## src/design/rks_ram.sv

```systemverilog
// Generic RAM: one write port, two read ports, registered read data.
// No dependencies.
module rks_ram #(
    parameter int WIDTH = 8,
    parameter int DEPTH = 16
) (
    input  logic                     aclk,
    input  logic                     we,
    input  logic [$clog2(DEPTH)-1:0] waddr,
    input  logic [WIDTH-1:0]         wdata,
    input  logic [$clog2(DEPTH)-1:0] raddr0,
    input  logic [$clog2(DEPTH)-1:0] raddr1,
    output logic [WIDTH-1:0]         rdata0,
    output logic [WIDTH-1:0]         rdata1
);
    logic [WIDTH-1:0] mem [DEPTH];

    always_ff @(posedge aclk) begin
        if (we) begin
            mem[waddr] <= wdata;
        end
        rdata0 <= mem[raddr0];
        rdata1 <= mem[raddr1];
    end
endmodule

```

## config.mk

```make
export PLATFORM = sky130hd
export DESIGN_NAME = rks_ram
export DESIGN_NICKNAME = d
export VERILOG_FILES = /design/src/design/rks_ram.sv
export SDC_FILE = /design/constraint.sdc
export NUM_CORES = 1
export LEC_CHECK = 0
export ABC_AREA = 1
export BUFFER_PORTS_ARGS = -buffer_cell sky130_fd_sc_hd__buf_2
export CELL_PAD_IN_SITES_DETAIL_PLACEMENT = 1
export CELL_PAD_IN_SITES_GLOBAL_PLACEMENT = 1
export CORE_MARGIN = 2
export CORE_UTILIZATION = 30
export DETAILED_ROUTE_END_ITERATION = 16
export PLACE_DENSITY_LB_ADDON = 0.3
export SLEW_MARGIN = 20
export SYNTH_ARGS = -nofsm -noshare
export SYNTH_HDL_FRONTEND = slang
export SYNTH_SLANG_ARGS = --single-unit
```

## constraint.sdc

```tcl
create_clock -name aclk -period 1.2 [get_ports aclk]
set_input_delay 0.06 -clock aclk [delete_from_list [all_inputs] [get_ports aclk]]
set_output_delay 0.06 -clock aclk [all_outputs]
set_load 0.01 [all_outputs]
```

* Yosys cells after proc, flatten, opt, wreduce, memory -nomap -nowiden
Memory sizes are Yosys's and may differ from the RTL's. A register that Yosys moved wholly into a read port is not among the register bits.
Cells that the tools add are included.
** Operators by class
- Add/subtract/negate cells :: 0
- Multiply operators :: 0
- Div/mod/pow operators :: 0
- Magnitude comparators :: 0
- Equal/unequal tests :: 0
- Shift operators :: 0
- Multiplexer cells :: 2
- Bitwise logic cells :: 0
- Reduce and logical (&&, ||, !) cells :: 0
** Operators with widths (count)
- $mux 1 :: 2
** Word-level totals
- Register bits :: 0
- Bits in latches :: 0
- Bits in writable memories :: 128
- Memory bits (read-only) :: 0
- Bits of input ports :: 22
- Output and inout port bits :: 16
- Word-level logic and storage cells :: 3
- Memories :: 1
** Memory list
- mem :: words 16, width 8, read ports 2, clocked after memory_dff 2, write ports 1, line 16 : logic [WIDTH-1:0] mem [DEPTH];

* Longest topological paths before layout
Gate-level depths: netlist (run 1).
- Depth after elaboration :: 2
- Mapped depth :: 7
- Mapped depth without buffers :: 6

* Worst setup path before layout (run 1)
OpenSTA, ideal clock, no wires.
- Kind :: input-to-reg
- Start point :: in waddr[2]
- End point :: mem mem[10][0], enable pin
- Setup time :: 370 ps
- Arrival time :: 641 ps
- Data required time :: 830 ps
- Path slack :: 189 ps
- Cell stages on the path :: 2
- Buffers on the path :: 0
- Path through :: nand3b_1 nor2_1
** RTL lines
- from (decl) :: line 9 : input logic [$clog2(DEPTH)-1:0] waddr,
- to (decl) :: line 16
Straight into the memory's write port.

* Worst setup path after layout (run 1)
- Start point :: reg rdata1[7] (read register of mem)
- End point :: out rdata1[7]
** RTL lines
- from (decl) :: line 14 : output logic [WIDTH-1:0] rdata1
No word-level cell between the ends.

==> results of run 1 <==
==> flip-flops by register name, indices dropped and copies added, names as in the netlist <==
| register | flops |
|---|---|
| rdata0 | 8 |
| mem | 128 |
| rdata1 | 8 |
==> layout by cell type, fill, tap and decap left out <==
cell and count:
inv_1 134, clkinvlp_4 5, clkinv_4 1, inv_6 2, buf_2 37, clkbuf_1 1
buf_12 19, clkinv_1 2, clkbuf_16 17, nor2_1 17, clkinv_2 2, inv_2 4
nand3_1 225, bufinv_16 2, nand3b_1 2, nand2_1 277, buf_4 32, edfxtp_1 128
dfxtp_1 16, diode_2 2
==> power groups by stage <==
| stage | registers [mW] | clock network, mW | logic (mW) |
|---|---|---|---|
| after floorplan | 5.78 | 0 | 0.706 |
| after global placement | 5.77 | 0 | 1.32 |
| after detailed placement | 5.77 | 0 | 1.33 |
| after CTS | 5.66 | 5.27 | 1.34 |
| after global routing | 5.67 | 5.46 | 1.46 |
| final | 5.66 | 5.20 | 1.32 |
==> routing by layer <==
metal	vias to the layer above	GRT usage [%]	share of wire [%]
met2	108	33.51	49
li1	2865	-	-
met4	2	6.488	2.3
met3	32	3.725	4.0
met5	-	0	0.066
met1	2948	24.55	44
==> worst register-to-register path: stages (launching register included) <==
cell	delay, ps
edfxtp_1	360
inv_1	90
nand2_1	50
nand3_1	80
nand3_1	90
nand3_1	110
nand2_1	120
==> cell type report <==
| type | count | area [sq um] | share of cell area, % |
|---|---|---|---|
| inverters | 138 | 518.0 | 5.949 |
| repair buffers | 88 | 805.8 | 9.254 |
| clock inverters | 14 | 141.4 | 1.624 |
| diodes | 2 | 5.005 | 0.05748 |
| multi-input cells | 521 | 2245 | 25.78 |
| clock buffers | 18 | 429.2 | 4.929 |
| well taps | 319 | 399.1 | 4.584 |
| flip-flops and latches | 144 | 4164 | 47.82 |
==> through the flow <==
| stage | setup slack (ps) | instance area (sq um) | util, % | hold WS (ps) | cells |
|---|---|---|---|---|---|
| 2_1_floorplan | 189.2 | 7259 | - | 158.9 | 851 |
| 3_3_place_gp | 54.01 | 8132 | 34.44 | 456.2 | 1210 |
| 3_5_place_dp | 35.67 | 8132 | 34.44 | 456.0 | 1210 |
| 4_1_cts | 116.8 | 8702 | 36.85 | 24.36 | 1242 |
| 5_1_grt | 65.75 | 8702 | 36.85 | 33.20 | 1242 |
| 6_report | 121.2 | 8707 | 36.87 | 30.02 | 1244 |
==> logic make-up after synthesis <==
logic type             after synthesis  share of synthesized area, %
buffers and inverters              186                         11.72
DFF                                144                         57.36
and+or+nand+nor                    521                         30.92
==> how the worst min path moves through the flow <==
stage,startpoint,endpoint
final,wdata[4],mem[14][4]
after detailed placement,rdata1[5],rdata1[5]
after floorplan,wdata[0],mem[0][0]
after CTS,wdata[4],mem[9][4]
after global routing,wdata[4],mem[14][4]
after global placement,rdata0[7],rdata0[7]
==> reports/results.tsv, run 1 <==
metric	value	unit
wl_per_cell	19.44	um
yosysUniqueCellTypes	13	
cts_resized	0	
yosys.area.top_type_share	52.95	%
final.period_utilization	89.90	%
antenna_found_initial	3	
report.power.total	12.18	mW
h-tree-depth	4	
viasPerCell	4.787	
place.gp.congestion	0.8419	
drtAntennaViolNets	0	
grt_use_total	19.47	%
end_kind	output port	
arrival	1020	ps
syn-num-nets	873	
slowest_stage	dfxtp_1	
synth_area	7259	sq um
worstMarginPinSlew	470.6	ps
cts_buffers	17	
fp.dieH	159.6	um
clock_sinks	144	
fin_nets	932	
yosysMostFrequentCell	nand2_1	
yosysTopAreaCell	edfxtp_1	
clk_latency	430	ps
min_path_type	in2reg	
critPathBufInv	1	
p_sw	3.074	mW
synth_cells	851	
tritoncts	done	
ys_ff_latch	144	
first_iter_violations	396	
cp-start-kind	flop	
hold_viol	0	
synth_edf_count	128	
die-area	25460	sq um
yosysWarnings	0	
vias	5955	
grt_pass1_vias	6271	
grt_pass1_wl	37.23	mm
p_per_area	1399	nW/um^2
path_cells	buf_2	
power.leakage	3.890	nW
intPower	9.109	mW
worstSetupEndpoint	rdata1[7]	
reg2reg_depth	6	
root_buffer	clkbuf_16	
fmax	927.0	MHz
cts_hold_buf	0	
worstSetupPathDepth	1	
combPwrFrac	10.9	%
netlist_top_cells_count	277 x nand2_1, 225 x nand3_1, 134 x inv_1, 128 x edfxtp_1, 26 x buf_2	
slew_headroom	68.59	%
clkPwrFrac	42.7	%
syn_avg_cell_area	8.531	sq um
r2r_setup_slack	160	ps
cp.required	1140	ps
synthArstFlopShare	0	%
critical_path.startpoint	rdata1[7]	
grt_max_degree	49	
cts_max_path_buffers	2	
status	complete, no violations	
period_needed	1079	ps
r2r-start	mem[5][7]	
setup_viol	0	
syn2layout_area_growth	19.94	%
start_util	30.74	%
clk_pin_slew	60	ps
drive_above_1_share	13.11	%
ys_top_cells_by_area	edfxtp_1 53%, nand3_1 16%, nand2_1 14%, inv_1 6.9%, dfxtp_1 4.4%	
core	23610	sq um
tns	0	ps
ys.flop_type	edfxtp_1	
hold_depth	1	
p_sw_share	25.23	%
dr.pass1.iters	5	
vdd_drop_max	0.0005847	V
crit_type	reg2out	
pwr-share-seq	46.5	%
overflow	0	
rows	56	
maxCapViolations	0	
portBuffers	37	
drc	0	
num-fill-cells	2792	
wirelength	24.19	mm
crit_path_max_incr_delay	420	ps
fin_skew	8.348	ps
rsz0062_at_grt	false	
crit_family	flip-flops	
cp_max_fo	1	
ys_seq_area_share	57.36	%
fp.dieW	159.6	um
io_pins	38	
dp_hpwl	16.50	mm
slew_violations	0	
cts_setup_buffers	0	
r2r_end	rdata0[7]	
(Power assumes the default switching activity.)
==> run 2: changes to the inputs <==
--- a/config.mk
+++ b/config.mk
@@ -11,6 +11,7 @@
 export CELL_PAD_IN_SITES_GLOBAL_PLACEMENT = 1
 export CORE_MARGIN = 2
 export CORE_UTILIZATION = 30
+export CTS_BUF_LIST = sky130_fd_sc_hd__clkbuf_8
 export DETAILED_ROUTE_END_ITERATION = 16
 export PLACE_DENSITY_LB_ADDON = 0.3
 export SLEW_MARGIN = 20
==> run 2 against run 1 <==
  * Via count up 0.45%
  * Global-route usage down 0.16 points
  * Worst setup slack worse by 100 ps
==> reports/results.tsv, run 2 (synthesis results as in run 1) <==
metric	value	unit
fmax	846.3	MHz
largest_reg_flops	128	
mostFrequentLayoutCells	277 x nand2_1, 225 x nand3_1, 135 x inv_1	
dr.pass1.iters	5	
report.power.total	10.78	mW
vias	5982	
die-area	25460	sq um
setup_viol	0	
slowest_stage	dlygate4sd3_1	
clock_sinks	144	
postLayoutCellArea	8586	sq um
r2r-start	mem[5][7]	
vdd_drop_max	0.0005014	V
worstSetupEndpoint	rdata0[7]	
r2r_setup_slack	160	ps
crit_family	buffers and inverters	
place_area	8132	sq um
critical_path.startpoint	raddr0[3]	
largest_register	mem	
tritoncts	done	
reg2reg_depth	6	
arrival	1510	ps
core	23610	sq um
first_iter_violations	448	
preCtsSetupSlack	35.67	ps
fp.dieW	159.6	um
grt_pass1_wl	37.03	mm
overflow	0	
grt_pass1_vias	6207	
cp_max_fo	9	
clk_latency	450	ps
hold_viol	0	
grt_max_degree	49	
period_needed	1182	ps
worstMarginPinSlew	420.1	ps
place.gp.congestion	0.8419	
whs	24.77	ps
portBuffers	37	
antenna_found_initial	2	
top_regs	mem: 128 flops, rdata0: 8 flops, rdata1: 8 flops	
crit_path_max_incr_delay	520	ps
io_pins	38	
p_per_area	1256	nW/um^2
rows	56	
cp.required	1520	ps
final.period_utilization	98.46	%
cp-start-kind	input pin	
wirelength	24.04	mm
power.leakage	3.836	nW
path_cells	dlygate4sd3_1, buf_2, inv_1, nand3_1, nand2_1	
fin_skew	10.27	ps
syn2layout_area_growth	18.27	%
fin_nets	939	
fp.dieH	159.6	um
h-tree-depth	4	
status	complete, no violations	
cts_setup_buffers	0	
layout_commonest_cell	nand2_1	
wl_met2	11.73	mm
critPathBufInv	3	
drive_above_1_share	13.01	%
root_buffer	clkbuf_8	
wl_per_cell	19.21	um
drc	0	
rsz0062_at_grt	false	
r2r_end	rdata0[7]	
cts_buffers	17	
slew_headroom	71.96	%
tns	0	ps
viasPerCell	4.782	
maxCapViolations	0	
min_path_type	in2reg	
start_util	30.74	%
num-fill-cells	2820	
crit_type	in2reg	
drtAntennaViolNets	0	
end_kind	flop	
dp_hpwl	16.50	mm
clk_pin_slew	90	ps
wl_met3	1.032	mm
worstSetupPathDepth	5	
grt_use_total	19.31	%
maxUsedRoutingLayer	met4	
fin_ws	18.44	ps
wl_met1	10.79	mm
cts_max_path_buffers	2	
slew_violations	0	
-- run 2: layer usage --
layer  global-route usage, %  vias to the layer above
li1                        -                     2873
met1                   24.65                     2959
met2                   33.06                      128
met3                   3.829                       22
met4                   5.826                        0
met5                       0                        -
-- run 2: what timing repair did --
action,in CTS,in global routing
resized for setup,0,0
hold buffers,7,0
endpoints found under the setup margin,0,0
hold endpoints to repair,69,0
-- run 2: cell type report --
| type | instances | area [sq um] | area share, % |
|---|---|---|---|
| Inverter | 138 | 518.0 | 6.033 |
| Clock buffer | 17 | 234.0 | 2.725 |
| Sequential cell | 144 | 4164 | 48.50 |
| Clock inverter | 15 | 145.1 | 1.690 |
| Antenna cell | 2 | 5.005 | 0.05829 |
| Tap cell | 319 | 399.1 | 4.649 |
| Multi-Input combinational cell | 521 | 2245 | 26.14 |
| Timing Repair Buffer | 95 | 875.8 | 10.20 |
-- run 2: worst min-delay path by stage --
| stage | startpoint | to | depth (start not counted) |
|---|---|---|---|
| floorplan | wdata[0] | mem[0][0] | 0 |
| global placement | rdata0[7] | rdata0[7] | 1 |
| detailed placement | rdata1[5] | rdata1[5] | 1 |
| CTS | wdata[0] | mem[14][0] | 1 |
| global route | wdata[0] | mem[14][0] | 1 |
| finish | wdata[0] | mem[13][0] | 1 |
-- run 2: power by group --
| part | internal (mW) | total [mW] | switching, mW |
|---|---|---|---|
| Clock | 1.83 | 3.79 | 1.96 |
| Combinational | 0.472 | 1.34 | 0.867 |
| Sequential | 5.60 | 5.65 | 0.0568 |
-- run 2: through the flow --
stage          std cells  utilization, %
2_1_floorplan        851               -
3_3_place_gp        1210           34.44
3_5_place_dp        1210           34.44
4_1_cts             1249           36.34
5_1_grt             1250           36.35
6_report            1251           36.36
-- run 2: worst register-to-register path: cells and delay by family (launching register included) --
| family | cells | cell delay [ps] |
|---|---|---|
| AND/OR/NAND/NOR | 5 | 450 |
| flip-flops | 1 | 370 |
| buffers and inverters | 1 | 90 |
==> run 3: changes to the inputs <==
==> constraint.sdc (replaced) <==
create_clock -name aclk -period 1.3 [get_ports aclk]
set_input_delay 0.065 -clock aclk [delete_from_list [all_inputs] [get_ports aclk]]
set_output_delay 0.065 -clock aclk [all_outputs]
set_load 0.01 [all_outputs]
==> run 3 against run 2 <==
  * Worst setup slack improved by 180 ps
  * Combinational power fell by 11%
  * First-iteration DRC count rose by 5.8%
  * Core utilization fell by 0.41 points
  * Critical path depth fell by 4
  * Total power fell by 4.5%
==> reports/results.tsv, run 3 (synthesis results as in run 1) <==
metric	value	unit
status	complete, no violations	
critPathBufInv	1	
wl_met2	11.37	mm
cp.required	1240	ps
viasPerCell	4.830	
power.leakage	3.798	nW
crit_family	flip-flops	
drive_above_1_share	12.02	%
final.period_utilization	84.37	%
dr.pass1.iters	4	
cts_buffers	17	
cp_max_fo	1	
path_cells	buf_2	
drc	0	
fin_skew	8.575	ps
h-tree-depth	4	
cts_resized	0	
critical_path.startpoint	rdata0[4]	
start_util	30.74	%
rsz0062_at_grt	false	
cts_max_path_buffers	2	
dp_hpwl	15.86	mm
fp.dieW	159.6	um
first_iter_violations	474	
crit_type	reg2out	
arrival	1030	ps
grt_pass1_vias	6217	
layout_commonest_cell	nand2_1	
clk_pin_slew	80	ps
drtAntennaViolNets	0	
min_path_type	in2reg	
preCtsSetupSlack	149.4	ps
wl_met1	10.97	mm
top_regs	mem: 128 flops, rdata0: 8 flops, rdata1: 8 flops	
vdd_drop_max	0.0007230	V
report.power.total	10.30	mW
mostFrequentLayoutCells	277 x nand2_1, 225 x nand3_1, 137 x inv_1	
io_pins	38	
syn2layout_area_growth	16.93	%
slew_headroom	66.54	%
fmax	911.8	MHz
grt_use_total	19.41	%
period_needed	1097	ps
maxCapViolations	0	
hold_viol	0	
root_buffer	clkbuf_8	
r2r-start	mem[15][1]	
setup_viol	0	
grt_max_degree	65	
fin_nets	924	
portBuffers	37	
die-area	25460	sq um
tns	0	ps
end_kind	output port	
regArea	4164	sq um
place_area	8031	sq um
fp.dieH	159.6	um
num-fill-cells	2837	
crit_path_max_incr_delay	420	ps
cp-start-kind	flop	
grt_pass1_wl	37.25	mm
fin_ws	203.2	ps
tritoncts	done	
wl_met3	1.221	mm
slew_violations	0	
largest_register	mem	
overflow	0	
largest_reg_flops	128	
multi_input_comb_area	2245	sq um
wl_per_cell	19.48	um
maxUsedRoutingLayer	met5	
vias	5965	
p_per_area	1214	nW/um^2
clock_sinks	144	
core	23610	sq um
slowest_stage	dfxtp_1	
wirelength	24.05	mm
place.gp.congestion	0.7963	
worstMarginPinSlew	501.4	ps
clk_latency	440	ps
postLayoutCellArea	8488	sq um
hp-start	wdata[0]	
rows	56	
antenna_found_initial	2	
## run 3: final cells by class
| type | instances | area share (%) |
|---|---|---|
| Inverter | 138 | 6.103 |
| Sequential cell | 144 | 49.06 |
| Clock inverter | 13 | 2.034 |
| Timing Repair Buffer | 80 | 8.550 |
| Multi-Input combinational cell | 521 | 26.44 |
| Antenna cell | 1 | 0.02948 |
| Tap cell | 319 | 4.702 |
| Clock buffer | 19 | 3.081 |
## run 3: timing repair
item | CTS | global route
endpoints found under the hold margin | 6 | 0
setup buffers | 0 | 0
hold buffers | 2 | 0
## run 3: layer usage
metal	vias up	global-route usage, %
li1	2840	-
met1	2963	25.58
met2	132	31.96
met3	28	4.428
met4	2	5.579
met5	-	0
## run 3: path summary, 6_finish.rpt
path	to	cells after the start	slack, ps
setup / recovery	rdata0[4]	1	200
hold / removal	mem[12][0]	1	20
setup reg to reg	rdata1[1]	6	280
hold reg to reg	rdata1[4]	6	700
## run 3: stage by stage
step | cells | hold slack [ps] | utilization [%]
floorplan | 851 | 163.9 | -
global placement | 1200 | 461.7 | 34.01
detailed placement | 1200 | 465.2 | 34.01
CTS | 1234 | 3.452 | 35.94
global route | 1234 | 7.123 | 35.94
finish | 1235 | 17.24 | 35.95
## run 3: power by group
| part | internal, mW | switching, mW |
|---|---|---|
| clock network | 2.17 | 1.72 |
| registers | 5.17 | 0.0585 |
| logic | 0.396 | 0.789 |
