===== config.mk =====
export PLATFORM = sky130hd
export DESIGN_NAME = rks_step
export DESIGN_NICKNAME = d
export VERILOG_FILES = /design/src/design/rks_step.sv
export SDC_FILE = /design/constraint.sdc
export NUM_CORES = 1
export LEC_CHECK = 0
export BUFFER_PORTS_ARGS = -buffer_cell sky130_fd_sc_hd__clkbuf_2
export CAP_MARGIN = 15
export CORE_ASPECT_RATIO = 1.25
export CORE_MARGIN = 2
export CORE_UTILIZATION = 50
export DETAILED_ROUTE_END_ITERATION = 8
export PLACE_DENSITY = 0.95
export SYNTH_ARGS = -nofsm -noshare
export SYNTH_HDL_FRONTEND = slang
export SYNTH_SLANG_ARGS = --single-unit
export TNS_END_PERCENT = 30

===== constraint.sdc =====
create_clock -name vclk -period 5.3
set_input_delay 0 -clock vclk [all_inputs]
set_output_delay 0 -clock vclk [all_outputs]
set_load 0.02 [all_outputs]

===== src/design/rks_step.sv =====
// Shared count unit: left-subtree difference, rank compare and remainder, increment.
// No dependencies.
module rks_step #(
    parameter int CNT_W = 11
) (
    input  logic [CNT_W-1:0] cnt_a,
    input  logic [CNT_W-1:0] cnt_b,
    input  logic [CNT_W-1:0] k,
    output logic             take_left,
    output logic [CNT_W-1:0] k_rem,
    output logic [CNT_W-1:0] cnt_inc
);
    logic [CNT_W-1:0] diff;

    assign diff      = cnt_a - cnt_b;
    assign take_left = (diff >= k);
    assign k_rem     = k - diff;
    assign cnt_inc   = cnt_a + CNT_W'(1);
endmodule


Yosys cells after proc, flatten, opt, wreduce, memory -nomap -nowiden --
Index checks and enable logic that the tools add are counted.
Cells by class: $add $sub $neg 3, magnitude comparators 1
Operator list (number):
- 11-bit subtractor | 2
- 11-bit by 1-bit adder with 11-bit output, second input constant | 1
- 11-bit greater-or-equal comparator | 1
Word-level totals: input bits 33, register bits after elaboration 0

Logic depth before layout (Yosys ltp) --
Gate-level depths: netlist of run 1.
depth after elaboration 2, depth in mapped cells 15, gate-level depth less buffers 15

Worst setup path before layout of run 1 --
No wires, ideal clock.
kind input -> output, from input cnt_a[0], to output k_rem[9], stages on the path 13, path slack 2.411 ns, arrival time 2.889 ns, data required time 5.300 ns, cells stage by stage inv_1 > ha_1 > inv_1 > fa_1 > a21o_1 > a2111oi_4 > o21bai_2 > a21oi_2 > xor2_1 > ha_1 > a21o_1 > a21o_1 > nor3_1
Between the ends: longest elaborated chain between the ends 2
RTL lines:
- start: declaration | RTL line 6 | input logic [CNT_W-1:0] cnt_a,
- 11-bit subtractor | RTL line 15 | assign diff = cnt_a - cnt_b;
- 11-bit subtractor | RTL line 17 | assign k_rem = k - diff;
- end: declaration | RTL line 10 | output logic [CNT_W-1:0] k_rem,
No other way between the ends.

Worst setup path after layout of run 1 --
Same ends and word-level chain as after synthesis.

==> results.py, run 1 <==
metrics = {
    "outcome": {
        "status": "complete, no violations",
    },
    "final_layout": {
        "drive_gt1_share_pct": 30.77,
        "instances_no_fill": 239,
        "nNetsFinal": 267,
        "seq_area_um2": 0,
        "fin_area_um2": 1468,
        "synthToLayoutAreaGrowth_pct": 26.13,
        "clockBufferCount": 0,
        "diodes": 0,
        "post-route-util_pct": 66.38,
        "flops_and_latches": 0,
    },
    "placed_design": {
        "place_inst": 239,
        "pre_cts_ws_ns": 2.245,
        "dpl_cell_area_um2": 1468,
        "place.gp.congestion": 0.7947,
        "portBuffers": 56,
        "dp.final_hpwl_um": 2369,
    },
    "global_routing": {
        "grt_antenna_before_repair": 0,
        "grt_max_degree": 10,
        "grt.overflow.total": 0,
        "grt_first_pass_wirelength_um": 4616,
        "grt_pass1_vias": 1224,
        "grt_usage_pct": 21.12,
    },
    "worst_setup_path": {
        "cpPeakStageDelay_ns": 0.40,
        "crit_required_ns": 5.30,
        "cp_data_arrival_time_ns": 3.03,
        "crit_path_top_delay_cell": "a2111oi_4",
        "path_buf_inv": 4,
        "worstPathMaxFanout": 5,
        "crit_path_start_kind": "input port",
        "path_cells": "clkbuf_2 > inv_1 > ha_1 > inv_1 > fa_1 > a21o_1 > a2111oi_4 > o21bai_2 > a21oi_2 > xor2_1 > ha_1 > a21o_1 > or3_1 > mux2i_1 > nor3_1 > clkbuf_2",
        "worstSetupEndpointType": "output pin",
        "crit_path_start": "cnt_a[0]",
        "critical-path-top-delay-family": "compound AO/OA/AOI/OAI gates",
        "worst-setup-path-type": "in2out",
    },
    "route": {
        "postRouteAntennaNets": 0,
        "num_vias": 1277,
        "drt_iter0_drc": 8,
        "wl_um": 2574,
        "wl_per_cell_um": 10.77,
        "dr.pass1.iters": 4,
        "drc_errors": 0,
        "viasPerCell": 5.343,
    },
    "synthesis": {
        "ys_top_cells_by_count": "ha_1, inv_1, xnor2_1",
        "synth_adder_area_share_pct": 27.10,
        "yosys-top-cells-area": "ha_1, xnor2_1, xor2_1",
        "synthesis.area_um2": 1164,
        "synthMostInstantiatedCell": "ha_1",
        "synth_warnings": 0,
        "synthCells": 156,
        "ys_seq_area_share_pct": 0,
        "synth_top_area_cell": "ha_1",
        "synth_top_area_share_pct": 23.66,
        "yosys.area_share.xor_xnor_pct": 20.32,
        "synth-simple-area-share_pct": 19.57,
        "synth-compound-area-share_pct": 24.41,
        "synth_top_family_by_area": "adder cells",
        "synth.distinct_cells": 33,
        "synth_mux_area_share_pct": 0.8602,
        "synthesis.nets": 213,
        "syn_area_per_cell_um2": 7.459,
    },
    "cts": {
        "cts_resized": 0,
        "post_cts_buffers": 0,
        "hold_buffers": 0,
    },
    "floorplan": {
        "start_util_pct": 52.63,
        "die_area_um2": 2732,
        "die-height_um": 57.94,
        "coreArea_um2": 2211,
        "num_rows": 19,
        "ios": 56,
        "fp.dieW_um": 47.15,
    },
    "sta": {
        "grt_setup_unrepaired": "no",
        "setup_tns_ns": 0,
        "fmax_mhz": 330.5,
        "max_slew.worst_pin.slew_ns": 0.3800,
        "fin_crit_sh_pct": 57.09,
        "max_slew_margin_pct": 74.67,
        "post-route-min-period_ns": 3.026,
        "fin_hold_ws_ns": 0.3238,
        "final.setup.worst_slack_ns": 2.274,
        "finalMaxSlewViolations": 0,
        "setup_viol": 0,
        "hold_violations": 0,
    },
    "job": {
        "maxCapViolations": 0,
    },
    "power_and_ir_drop": {
        "peakVddDrop_mv": 0.1235,
        "p_total_mw": 0.3559,
        "powerDensity_nw_per_um2": 242.5,
        "static-leakage-power_nw": 0.8097,
    },
    "hold_path": {
        "min_from": "cnt_a[10]",
        "hold_path.class": "in2out",
    },
}
## per-layer routing
| layer | wire (um) | global-route usage [%] | vias up |
|---|---|---|---|
| li1 | - | - | 668 |
| met1 | 1058 | 25.76 | 569 |
| met4 | 21 | 1.587 | 0 |
| met5 | 0 | 0 | - |
| met3 | 96 | 0 | 2 |
| met2 | 1397 | 41.10 | 38 |
## final cells by class
type               count  area, um2
repair buffers        56      280.3
well taps             31      38.79
inverters             20      75.07
fillers              202      743.2
multi-input cells    132       1074
## logic make-up after synthesis
kind of cell | count (synthesis)
compound gates | 38
xor+xnor | 27
buf+inv | 24
mux | 1
simple gates | 42
fa+ha+maj | 24
## path summary, 6_finish.rpt
kind	end	slack [ns]	cells after the start
max	k_rem[9]	2.27	16
min	cnt_inc[10]	0.32	3
## layout by cell type, fill, tap and decap left out, types with 2 or more instances in the layout
master / Yosys / final
o21ai_0: 5 / 5
a21oi_1: 12 / 12
nand3_1: 14 / 14
and2_1: 3 / 3
and3_1: 5 / 5
nand2_1: 7 / 7
xor2_1: 9 / 9
fa_1: 2 / 2
nor3_1: 4 / 4
inv_1: 20 / 20
a21o_1: 8 / 8
a31oi_1: 2 / 2
xnor2_1: 18 / 18
a41oi_1: 2 / 2
ha_1: 22 / 22
clkbuf_2: 0 / 56
a21oi_2: 2 / 2
nand4_1: 2 / 2
## report_power, final
group          leakage (nW)  switching, mW  total (mW)  internal (mW)
sequential                0              0           0              0
combinational         0.810          0.211       0.356          0.145
clock                     0              0           0              0
total                 0.810          0.211       0.356          0.145
## tightest hold or removal path: cells and delay by family
kind | cells | cell delay (ns)
XOR/XNOR | 1 | 0.07
buffers and inverters | 2 | 0.26
No activity file was read; power rests on OpenSTA's default activity.
==> run 2, diff against run 1 <==
--- a/config.mk
+++ b/config.mk
@@ -9,9 +9,9 @@
 export CAP_MARGIN = 15
 export CORE_ASPECT_RATIO = 1.25
 export CORE_MARGIN = 2
-export CORE_UTILIZATION = 50
+export CORE_UTILIZATION = 45
 export DETAILED_ROUTE_END_ITERATION = 8
-export PLACE_DENSITY = 0.95
+export PLACE_DENSITY = 0.92
 export SYNTH_ARGS = -nofsm -noshare
 export SYNTH_HDL_FRONTEND = slang
 export SYNTH_SLANG_ARGS = --single-unit
==> constraint.sdc (replaced) <==
create_clock -name vclk -period 2.6
set_input_delay 0 -clock vclk [all_inputs]
set_output_delay 0 -clock vclk [all_outputs]
set_load 0.02 [all_outputs]
==> run 2 against run 1 <==
  * Largest power group unchanged
  * Final cell count up 11%
  * Worst hold slack better by 0.00067 ns
  * Clock-buffer cell count did not move
  * Global-route usage fell by 0.88 points
  * First-iteration DRC count rose to 3.9 times the previous value
  * Setup slack got worse by 2.5 ns
  * Via count grew 6.8%
  * Power grew to 2.5 times the previous value
  * Final area rose by 19%
  * The run now ends with setup timing left
  * Critical endpoint unchanged
  * Non-clock buffer count is 25 higher
  * Die area rose by 10%
==> results.py, run 2 (synthesized netlist as in run 1, its figures left out) <==
metrics = {
    "outcome": {
        "status": "complete, but fails checks",
        "violations": "setup timing",
    },
    "floorplan": {
        "die_area_um2": 3011,
        "die-height_um": 60.86,
        "fp.dieW_um": 49.48,
        "coreArea_um2": 2452,
        "num_rows": 20,
        "ios": 56,
        "start_util_pct": 47.45,
    },
    "worst_setup_path": {
        "worst-setup-path-type": "in2out",
        "cp_data_arrival_time_ns": 2.79,
        "crit_path_top_delay_cell": "a2111oi_4",
        "cpPeakStageDelay_ns": 0.35,
        "crit_required_ns": 2.60,
        "path_cells": "buf_8 > clkinvlp_4 > ha_4 > inv_4 > fa_2 > a21o_1 > a2111oi_4 > o21bai_2 > a21oi_2 > xor2_1 > ha_1 > a21o_1 > or3_1 > mux2i_1 > nor3_2 > buf_4",
        "worstSetupEndpointType": "output pin",
        "worstPathMaxFanout": 4,
        "cpMostUsedCell": "a21o_1",
        "crit_path_start_kind": "input port",
    },
    "sta": {
        "hold_violations": 0,
        "max_slew.worst_pin.slew_ns": 0.2990,
        "max_slew_margin_pct": 79.85,
        "final.setup.worst_slack_ns": -0.1873,
        "post-route-min-period_ns": 2.787,
        "fmax_mhz": 358.8,
        "fin_crit_sh_pct": 107.2,
        "finalMaxSlewViolations": 0,
        "setup_viol": 4,
        "grt_setup_unrepaired": "yes",
    },
    "job": {
        "maxCapViolations": 0,
    },
    "final_layout": {
        "fill_cells": 218,
        "clockBufferCount": 0,
        "diodes": 0,
        "seq_area_um2": 0,
        "synthToLayoutAreaGrowth_pct": 50.65,
        "flops_and_latches": 0,
        "final_common_cell": "clkbuf_2",
        "mostFrequentLayoutCells": "clkbuf_2, buf_4, ha_1, inv_1, xnor2_1",
        "drive_gt1_share_pct": 43.35,
        "multiInputGateArea_um2": 1142,
        "nNetsFinal": 292,
        "fin_area_um2": 1753,
        "instances_no_fill": 266,
    },
    "global_routing": {
        "grt.overflow.total": 0,
        "grt_usage_pct": 20.24,
        "grt_pass1_vias": 1284,
        "grt_first_pass_wirelength_um": 5106,
        "grt_antenna_before_repair": 0,
        "grt_max_degree": 10,
    },
    "cts": {
        "hold_buffers": 0,
    },
    "route": {
        "drt_iter0_drc": 31,
        "num_vias": 1364,
        "wl_um": 3070,
        "drc_errors": 0,
        "viasPerCell": 5.128,
        "postRouteAntennaNets": 0,
        "dr.pass1.iters": 4,
        "wl_per_cell_um": 11.54,
    },
    "power_and_ir_drop": {
        "p_total_mw": 0.8932,
        "static-leakage-power_nw": 0.9444,
        "peakVddDrop_mv": 0.2884,
        "powerDensity_nw_per_um2": 509.5,
    },
    "placed_design": {
        "dpl_cell_area_um2": 1662,
        "place.gp.congestion": 0.8536,
        "portBuffers": 56,
        "dp.final_hpwl_um": 2529,
        "place_inst": 264,
    },
    "hold_path": {
        "hold_path.class": "in2out",
    },
}
## run 2: cell types whose count changed in the layout (fill, tap and decap cells not counted), moves of 2 or more
cell,change
buf_4,+26
clkbuf_2,-8
buf_2,+3
clkbuf_4,+3
inv_1,-2
nor3_1,-2
nor3_2,+2
## run 2: where the power goes
part	switching [mW]	internal, mW	leakage [nW]
registers	0	0	0
logic	0.483	0.410	0.944
clock network	0	0	0
## run 2: area by class of cell
cell class / count / share of cell area (%)
multi-input combinational: 132 / 65.17
inverter: 20 / 4.640
tap: 33 / 2.355
timing repair buffer: 81 / 27.84
## run 2: per-stage QoR
step	worst slack [ns]	setup TNS (ns)	hold slack, ns	util [%]
after floorplan	-0.09575	-0.2608	0.09028	-
after global placement	-0.2481	-0.8469	0.3143	67.76
after detailed placement	-0.3169	-1.200	0.3315	67.76
after CTS	-0.2232	-0.7653	0.3322	69.18
after global routing	-0.3357	-1.511	0.3478	71.48
final	-0.1873	-0.5520	0.3244	71.48
## run 2: timing repair
action                     CTS  global route
setup endpoints to repair    6             7
cloned                       0             0
gates resized for setup      7            16
pin swaps                    6             0
buffers inserted             0             2
## run 2: layer usage
| metal | routed length [um] | part of all wire [%] | track usage, % | vias up |
|---|---|---|---|---|
| met5 | 0 | 0 | 0 | - |
| li1 | - | - | - | 711 |
| met2 | 1707 | 56 | 43.82 | 30 |
| met1 | 1258 | 41 | 23.22 | 623 |
| met4 | 0 | 0 | 0.3968 | 0 |
| met3 | 105 | 3.4 | 0.4926 | 0 |
## run 2: worst paths after layout
path                  start          end  depth (start not counted)
setup / recovery   cnt_a[0]     k_rem[9]                         16
hold / removal    cnt_a[10]  cnt_inc[10]                          3
## run 2: worst max-delay path, delay by kind of cell
kind            cells  cell delay (ns)
mux                 1             0.19
fa+ha+maj           3             0.75
buf+inv             4             0.37
compound gates      5             0.97
xor+xnor            1             0.15
simple gates        2             0.37
==> run 3, diff against run 2 <==
--- a/config.mk
+++ b/config.mk
@@ -11,7 +11,8 @@
 export CORE_MARGIN = 2
 export CORE_UTILIZATION = 45
 export DETAILED_ROUTE_END_ITERATION = 8
-export PLACE_DENSITY = 0.92
+export PLACE_DENSITY = 0.78
+export RECOVER_POWER = 100
 export SYNTH_ARGS = -nofsm -noshare
 export SYNTH_HDL_FRONTEND = slang
 export SYNTH_SLANG_ARGS = --single-unit
==> run 3 against run 2 <==
  * The flow still finishes with violations (setup timing)
  * Combinational power increased by 1%
  * Final cell count increased by 1.1%
  * Critical path depth unchanged
==> results.py, run 3 (synthesized netlist as in run 1, its figures left out) <==
metrics = {
    "sta": {
        "setup_tns_ns": -0.4764,
        "setup_viol": 4,
        "finalMaxSlewViolations": 0,
        "grt_setup_unrepaired": "yes",
        "fin_hold_ws_ns": 0.3305,
        "final.setup.worst_slack_ns": -0.2335,
        "hold_violations": 0,
        "fin_crit_sh_pct": 109.0,
        "post-route-min-period_ns": 2.833,
        "max_slew_margin_pct": 72.79,
        "max_slew.worst_pin.slew_ns": 0.4029,
        "fmax_mhz": 352.9,
    },
    "floorplan": {
        "num_rows": 20,
        "start_util_pct": 47.45,
        "die-height_um": 60.86,
        "ios": 56,
        "die_area_um2": 3011,
        "fp.dieW_um": 49.48,
        "coreArea_um2": 2452,
    },
    "global_routing": {
        "grt_usage_pct": 20.20,
        "met2_usage_pct": 46.14,
        "grtUsageMet3_pct": 0.2463,
        "grt_antenna_before_repair": 0,
        "grt_first_pass_wirelength_um": 4968,
        "met1_usage_pct": 21.19,
        "grt.overflow.total": 0,
        "grt_max_degree": 10,
        "grt-busiest-layer": "met2",
        "grt_pass1_vias": 1287,
    },
    "hold_path": {
        "hold_path.class": "in2out",
    },
    "route": {
        "postRouteAntennaNets": 0,
        "drc_errors": 0,
        "drt_iter0_drc": 10,
        "num_vias": 1379,
        "viasPerCell": 5.126,
        "dr.pass1.iters": 6,
        "wl_per_cell_um": 11.27,
        "wl_um": 3032,
    },
    "placed_design": {
        "dpl_cell_area_um2": 1692,
        "place.gp.congestion": 0.8052,
        "dp.final_hpwl_um": 2627,
        "pre_cts_ws_ns": -0.3536,
        "portBuffers": 56,
    },
    "final_layout": {
        "post-route-util_pct": 71.48,
        "fin_area_um2": 1753,
        "synthToLayoutAreaGrowth_pct": 50.65,
        "mostFrequentLayoutCells": "clkbuf_2, buf_4, ha_1, inv_1, xnor2_1",
        "diodes": 0,
        "clockBufferCount": 0,
        "seq_area_um2": 0,
        "nNetsFinal": 295,
        "drive_gt1_share_pct": 38.14,
        "final_common_cell": "clkbuf_2",
        "flops_and_latches": 0,
    },
    "power_and_ir_drop": {
        "powerDensity_nw_per_um2": 515.8,
        "peakVddDrop_mv": 0.3300,
        "static-leakage-power_nw": 0.9131,
    },
    "worst_setup_path": {
        "cpPeakStageDelay_ns": 0.33,
        "crit_path_top_delay_cell": "fa_2",
        "cp_data_arrival_time_ns": 2.83,
        "worst-setup-path-type": "in2out",
        "worstPathMaxFanout": 5,
        "crit_path_start_kind": "input port",
        "crit_required_ns": 2.60,
        "worstSetupEndpointType": "output pin",
        "cpMostUsedCell": "a21o_1",
        "path_cells": "buf_8 > clkinvlp_4 > ha_4 > inv_2 > fa_2 > a21o_1 > a2111oi_4 > o21bai_2 > a21oi_2 > xor2_1 > ha_1 > a21o_1 > or3_1 > mux2i_1 > nor3_2 > buf_4",
    },
    "job": {
        "maxCapViolations": 0,
    },
    "outcome": {
        "status": "complete, but fails checks",
        "violations": "setup timing",
    },
    "cts": {
        "hold_buffers": 0,
    },
}
run 3: layout make-up:
class	count	area (um2)
Fill cell	227	699.4
Inverter	20	78.83
Multi-Input combinational cell	132	1135
Tap cell	33	41.29
Timing Repair Buffer	84	498.0
run 3: path summary, 6_finish.rpt:
kind | from | to | slack [ns] | cells past startpoint
worst max-delay path | cnt_a[0] | k_rem[9] | -0.23 | 16
worst min-delay path | cnt_a[0] | cnt_inc[0] | 0.33 | 3
run 3: report_power, final:
part,switching (mW),internal (mW),total (mW)
Sequential,0,0,0
Combinational,0.483,0.421,0.904
Clock,0,0,0
Total,0.483,0.421,0.904
run 3: timing repair:
item | CTS | global route
setup endpoints to repair | 6 | 7
buffers inserted | 1 | 0
gates resized for setup | 7 | 15
pin swaps | 7 | 6
run 3: stage by stage:
| step | instances | power [mW] |
|---|---|---|
| 6_report | 269 | 0.9041 |
| 5_1_grt | 269 | 0.9883 |
| 4_1_cts | 269 | 0.8906 |
| 3_5_place_dp | 268 | 0.8497 |
| 3_3_place_gp | 268 | 0.8329 |
| 2_1_floorplan | 156 | 0.5539 |
run 3: worst max-delay path, delay by kind of cell:
kind | cells | cell delay, ns
simple gates | 2 | 0.37
fa+ha+maj | 3 | 0.73
mux | 1 | 0.17
xor+xnor | 1 | 0.15
compound gates | 5 | 1.02
buf+inv | 4 | 0.38
run 3: per-layer routing:
layer,vias to the layer above,wire length [um]
li1,720,-
met1,620,1168
met2,37,1725
met3,2,123
met4,0,14
met5,-,0
